$ cat src/sv/ism_pkg.sv
// ----------------------------------------------------------------------------
// ism_pkg: shared types and codes for the interval set manager
// Opcodes, status codes, controller states and the command/status bundles
// that join the controller and the datapath.
// ----------------------------------------------------------------------------
`default_nettype none

package ism_pkg;

  // request opcodes
  localparam logic [1:0] OP_ADD   = 2'd0;
  localparam logic [1:0] OP_ERASE = 2'd1;
  localparam logic [1:0] OP_QUERY = 2'd2;

  // response status codes
  localparam logic [1:0] ST_OK        = 2'd0;
  localparam logic [1:0] ST_FULL      = 2'd1;
  localparam logic [1:0] ST_BAD_RANGE = 2'd2;

  // controller states, one-hot
  typedef enum logic [5:0] {
    S_IDLE  = 6'b000001,
    S_RD    = 6'b000010,
    S_PROC  = 6'b000100,
    S_EMIT2 = 6'b001000,
    S_FIN   = 6'b010000,
    S_RESP  = 6'b100000
  } state_e;

  // controller -> datapath
  typedef struct packed {
    logic load;   // latch request, clear scan state
    logic rd;     // read table entry at scan index
    logic proc;   // process the entry just read
    logic emit2;  // write the pending second segment
    logic fin;    // final insert, commit or refuse, build response
  } cmd_t;

  // datapath -> controller
  typedef struct packed {
    logic skip;   // request changes nothing and needs no scan
    logic more;   // entries left to scan
    logic pend;   // current entry yields a second segment
  } sts_t;

endpackage

`default_nettype wire

$ cat src/sv/ism_ctrl.sv
// ----------------------------------------------------------------------------
// ism_ctrl: sequencing state machine of the interval set manager
// Takes one request, walks the table entry by entry, then holds the response.
// ----------------------------------------------------------------------------
`default_nettype none

module ism_ctrl (
  input  wire            clk_i,
  input  wire            rst_ni,
  input  wire            req_valid_i,
  output logic           req_ready_o,
  output logic           rsp_valid_o,
  input  wire            rsp_ready_i,
  input  wire ism_pkg::sts_t sts_i,
  output ism_pkg::cmd_t  cmd_o
);

  ism_pkg::state_e state_q, state_d;

  // next state and commands
  always_comb begin
    state_d = state_q;
    cmd_o   = '0;
    unique case (state_q)
      ism_pkg::S_IDLE: begin
        if (req_valid_i) begin
          cmd_o.load = 1'b1;
          state_d    = ism_pkg::S_RD;
        end
      end
      ism_pkg::S_RD: begin
        if (sts_i.skip || !sts_i.more) begin
          state_d = ism_pkg::S_FIN;
        end else begin
          cmd_o.rd = 1'b1;
          state_d  = ism_pkg::S_PROC;
        end
      end
      ism_pkg::S_PROC: begin
        cmd_o.proc = 1'b1;
        state_d    = sts_i.pend ? ism_pkg::S_EMIT2 : ism_pkg::S_RD;
      end
      ism_pkg::S_EMIT2: begin
        cmd_o.emit2 = 1'b1;
        state_d     = ism_pkg::S_RD;
      end
      ism_pkg::S_FIN: begin
        cmd_o.fin = 1'b1;
        state_d   = ism_pkg::S_RESP;
      end
      ism_pkg::S_RESP: begin
        if (rsp_ready_i) state_d = ism_pkg::S_IDLE;
      end
      default: state_d = ism_pkg::S_IDLE;
    endcase
  end

  always_ff @(posedge clk_i or negedge rst_ni) begin
    if (!rst_ni) begin
      state_q <= ism_pkg::S_IDLE;
    end else begin
      state_q <= state_d;
    end
  end

  assign req_ready_o = (state_q == ism_pkg::S_IDLE);
  assign rsp_valid_o = (state_q == ism_pkg::S_RESP);

  a_onehot: assert property (@(posedge clk_i) disable iff (!rst_ni)
    $onehot(cmd_o) || (cmd_o == '0))
    else $error("more than one datapath command");

  a_resp_hold: assert property (@(posedge clk_i) disable iff (!rst_ni)
    (rsp_valid_o && !rsp_ready_i) |=> rsp_valid_o && !req_ready_o)
    else $error("response dropped while stalled");

  a_fin_resp: assert property (@(posedge clk_i) disable iff (!rst_ni)
    cmd_o.fin |=> rsp_valid_o)
    else $error("finish not followed by response");

endmodule

`default_nettype wire

$ cat config.mk
export PLATFORM = sky130hd
export DESIGN_NAME = ism_ctrl
export DESIGN_NICKNAME = d
export VERILOG_FILES = /design/src/sv/ism_pkg.sv /design/src/sv/ism_ctrl.sv
export SDC_FILE = /design/constraint.sdc
export NUM_CORES = 1
export LEC_CHECK = 0
export BUFFER_PORTS_ARGS = -buffer_cell sky130_fd_sc_hd__buf_2
export CAP_MARGIN = 20
export CELL_PAD_IN_SITES_DETAIL_PLACEMENT = 1
export CELL_PAD_IN_SITES_GLOBAL_PLACEMENT = 2
export CORE_MARGIN = 8
export CORE_UTILIZATION = 27
export DETAILED_ROUTE_END_ITERATION = 6
export GPL_ROUTABILITY_DRIVEN = 0
export PLACE_DENSITY = 0.86
export SYNTH_ARGS = -nofsm -noshare
export SYNTH_HDL_FRONTEND = slang
export SYNTH_SLANG_ARGS = --single-unit
$ cat constraint.sdc
create_clock -name clk_i -period 2.98 [get_ports clk_i]
set_input_delay 0.447 -clock clk_i [delete_from_list [all_inputs] [get_ports clk_i]]
set_output_delay 0.447 -clock clk_i [all_outputs]
set_load 0.05 [all_outputs]
==> flow_metrics.py <==
metrics = {
    "clock_tree": {
        "cts-root-buf": "clkbuf_4",
        "cts_resized": 0,
        "cts.clk_slew.worst_paths_ps": 50,
        "cts-hold-fix-buffers": 0,
        "tritoncts.num_buffers": 3,
        "h-tree-depth": 1,
        "cts_tree": "yes",
        "worstSkewPairLatency_ps": 240,
        "post-cts-setup-buffers": 0,
        "clkSinkCount": 6,
        "ctsLongestPathBuffers": 2,
    },
    "timing": {
        "setup-tns-final_ps": 0,
        "finalHoldViolations": 0,
        "final_min_period_over_clock_period": 0.764,
        "layout_setup_ws_ps": 704,
        "timing_worst_slew_pin_value_ps": 423,
        "number_of_max_slew_violations_in_the_final_report": 0,
        "clock_skew_ps": 7.75,
        "whs_ps": 20.1,
        "timing.final.crit_period_ps": 2280,
        "rsz0062_at_grt": "false",
        "final-setup-viol-count": 0,
        "maxSlewHeadroom": 0.716,
        "fmaxAchievable_ghz": 0.439,
    },
    "synthesis": {
        "unique_masters_post_synth": 25,
        "synth.cell_area_um2": 378,
        "ys_seq_area_frac": 0.401,
        "syn_avg_cell_area_um2": 9.69,
        "synthesis.nets": 46,
        "synthesis.yosys.warnings": 0,
        "synthMuxAreaShare": 0,
        "synth_simple_gate_area_share": 0.411,
        "largest_family_of_logic_cells_by_synthesized_area": "simple AND/OR/NAND/NOR gates",
        "synth-compound-area-share": 0.132,
        "yosys.area_share.adder": 0,
        "synth_seq_cells": 6,
        "synth_xor_area_frac": 0.0232,
        "postSynthCellCount": 39,
    },
    "power": {
        "cellPowerDensity_mw_per_mm2": 879,
        "switching_share": 0.443,
        "power_frac_seq": 0.319,
        "power_switching_mw": 0.188,
        "clockPowerShare": 0.181,
        "power_report.internal_total_mw": 0.237,
        "peakVddDrop_v": 0.000381,
        "comb_pwr_share": 0.499,
        "power_leakage_nw": 0.243,
        "totalPowerFinal_mw": 0.425,
    },
    "routing": {
        "drc": 0,
        "drtAntennaViolNets": 0,
        "vias": 364,
        "post_drt_wl_per_cell_um": 13.9,
        "first_iter_violations": 3,
        "firstDrtPassIters": 2,
        "drt-total-wl_um": 976,
        "vias_per_cell": 5.20,
    },
    "floorplanning": {
        "die_area_mm2": 0.00285,
        "floorplan.rows": 13,
        "die-width_um": 53.4,
        "die_height_um": 53.4,
        "io-pin-count": 14,
        "core_region_area_mm2": 0.00130,
        "floorplan.initialDensity": 0.290,
    },
    "critical_path": {
        "cp_max_fo": 7,
        "timing.critical_path.from_type": "flip-flop",
        "crit_path_end_kind": "output port",
        "critPathLaunch": "state_q[4]",
        "data_arrival_at_the_endpoint_of_the_critical_path_ps": 1830,
        "reg2reg_from": "state_q[1]",
        "setup.reg_to_reg.worst_slack_ps": 1590,
        "worst_setup_path_type": "reg -> out",
        "critical_path_required_ps": 2530,
    },
    "job": {
        "maxCapViolCount": 0,
    },
    "global_route": {
        "grt_use_total": 0.0824,
        "number_of_global_route_vias_before_repair": 404,
        "initial_antenna_violation_count": 0,
        "grt_start_max_net_pins": 9,
        "grt_pass1_wl_mm": 1.76,
        "globalRoute.totalOverflow": 0,
    },
    "placement": {
        "dpl_worst_slack_ps": 946,
        "port_buffers": 13,
    },
    "final_layout": {
        "largest_register_ffs": 6,
        "antenna_cells": 0,
        "layout_commonest_cell": "buf_2",
        "fin_nets": 63,
        "layout.core_utilization": 0.371,
        "area_delta_synth_final_pct": 27.8,
        "top_register": "state_q",
        "final_layout_size_suffix_gt1_frac": 0.364,
        "final_cell_mix": "13 x buf_2, 5 x dfrtp_1, 4 x nor3b_1",
        "top_regs": "state_q: 6 flops",
    },
    "hold_path": {
        "worstHoldPathType": "in -> async",
    },
    "outcome": {
        "status": "complete, no violations",
    },
}
[Yosys cell counts (all sizes together)]
library cell / instances / area share
nand3b: 1 / 0.020
nand3: 1 / 0.013
nor4b: 1 / 0.023
inv: 2 / 0.020
and3: 1 / 0.017
nor3b: 5 / 0.11
or3b: 1 / 0.023
nand2b: 1 / 0.017
a221o: 1 / 0.026
a2111oi: 1 / 0.023
and2: 2 / 0.033
a311oi: 1 / 0.023
a21oi: 3 / 0.040
nor4: 1 / 0.017
o21bai: 1 / 0.020
buf: 1 / 0.013
nor2b: 1 / 0.017
dfstp: 1 / 0.070
or4: 2 / 0.050
xor2: 1 / 0.023
dfrtp: 5 / 0.33
and2b: 2 / 0.040
nor2: 3 / 0.030
[critical path: stages, from the launching register on]
cell and delay [ps]:
dfrtp_1 430, nor4_1 450, nand3b_1 200, nor3b_1 220, buf_2 290
[stage by stage]
stage	instance area (µm²)	std cells
floorplan	378	39
global placement	457	66
detailed placement	457	66
CTS	483	70
global route	483	70
finish	483	70
[routing by layer]
metal / up-vias / part of all wire / track usage / wire length, µm
li1: 177 / - / - / -
met1: 178 / 0.40 / 0.0905 / 392
met2: 9 / 0.52 / 0.135 / 509
met3: 0 / 0.076 / 0.0252 / 74
met4: 0 / 0 / 0.0504 / 0
met5: - / 0 / 0 / 0
[layout make-up]
type,count,area (µm²)
sequential,6,151
multi-input combinational,30,214
clock buffer,4,26.3
fill,167,818
tap,15,18.8
inverter,2,7.51
timing repair buffer,13,65.1
[path summary, 6_finish.rpt]
path                                    to  cells past startpoint
min in group clk_i              state_q[2]                      2
worst min register to register  state_q[1]                      1
max in group asynchronous       state_q[0]                      1
worst max register to register  state_q[3]                      3
worst min-delay path            state_q[3]                      1
worst max-delay path              cmd_o[3]                      4
[kinds of logic after synthesis]
group	count (synthesis)
xor+xnor	1
compound gates	7
buf+inv	3
flops	6
simple gates	22
[power by group through the flow]
stage	clock network [mW]	logic, mW	registers, mW
floorplan	0	0.169	0.127
global placement	0	0.216	0.137
detailed placement	0	0.215	0.137
CTS	0.0791	0.217	0.136
global route	0.0863	0.230	0.143
finish	0.0769	0.212	0.136
(Power assumes the default switching activity.)
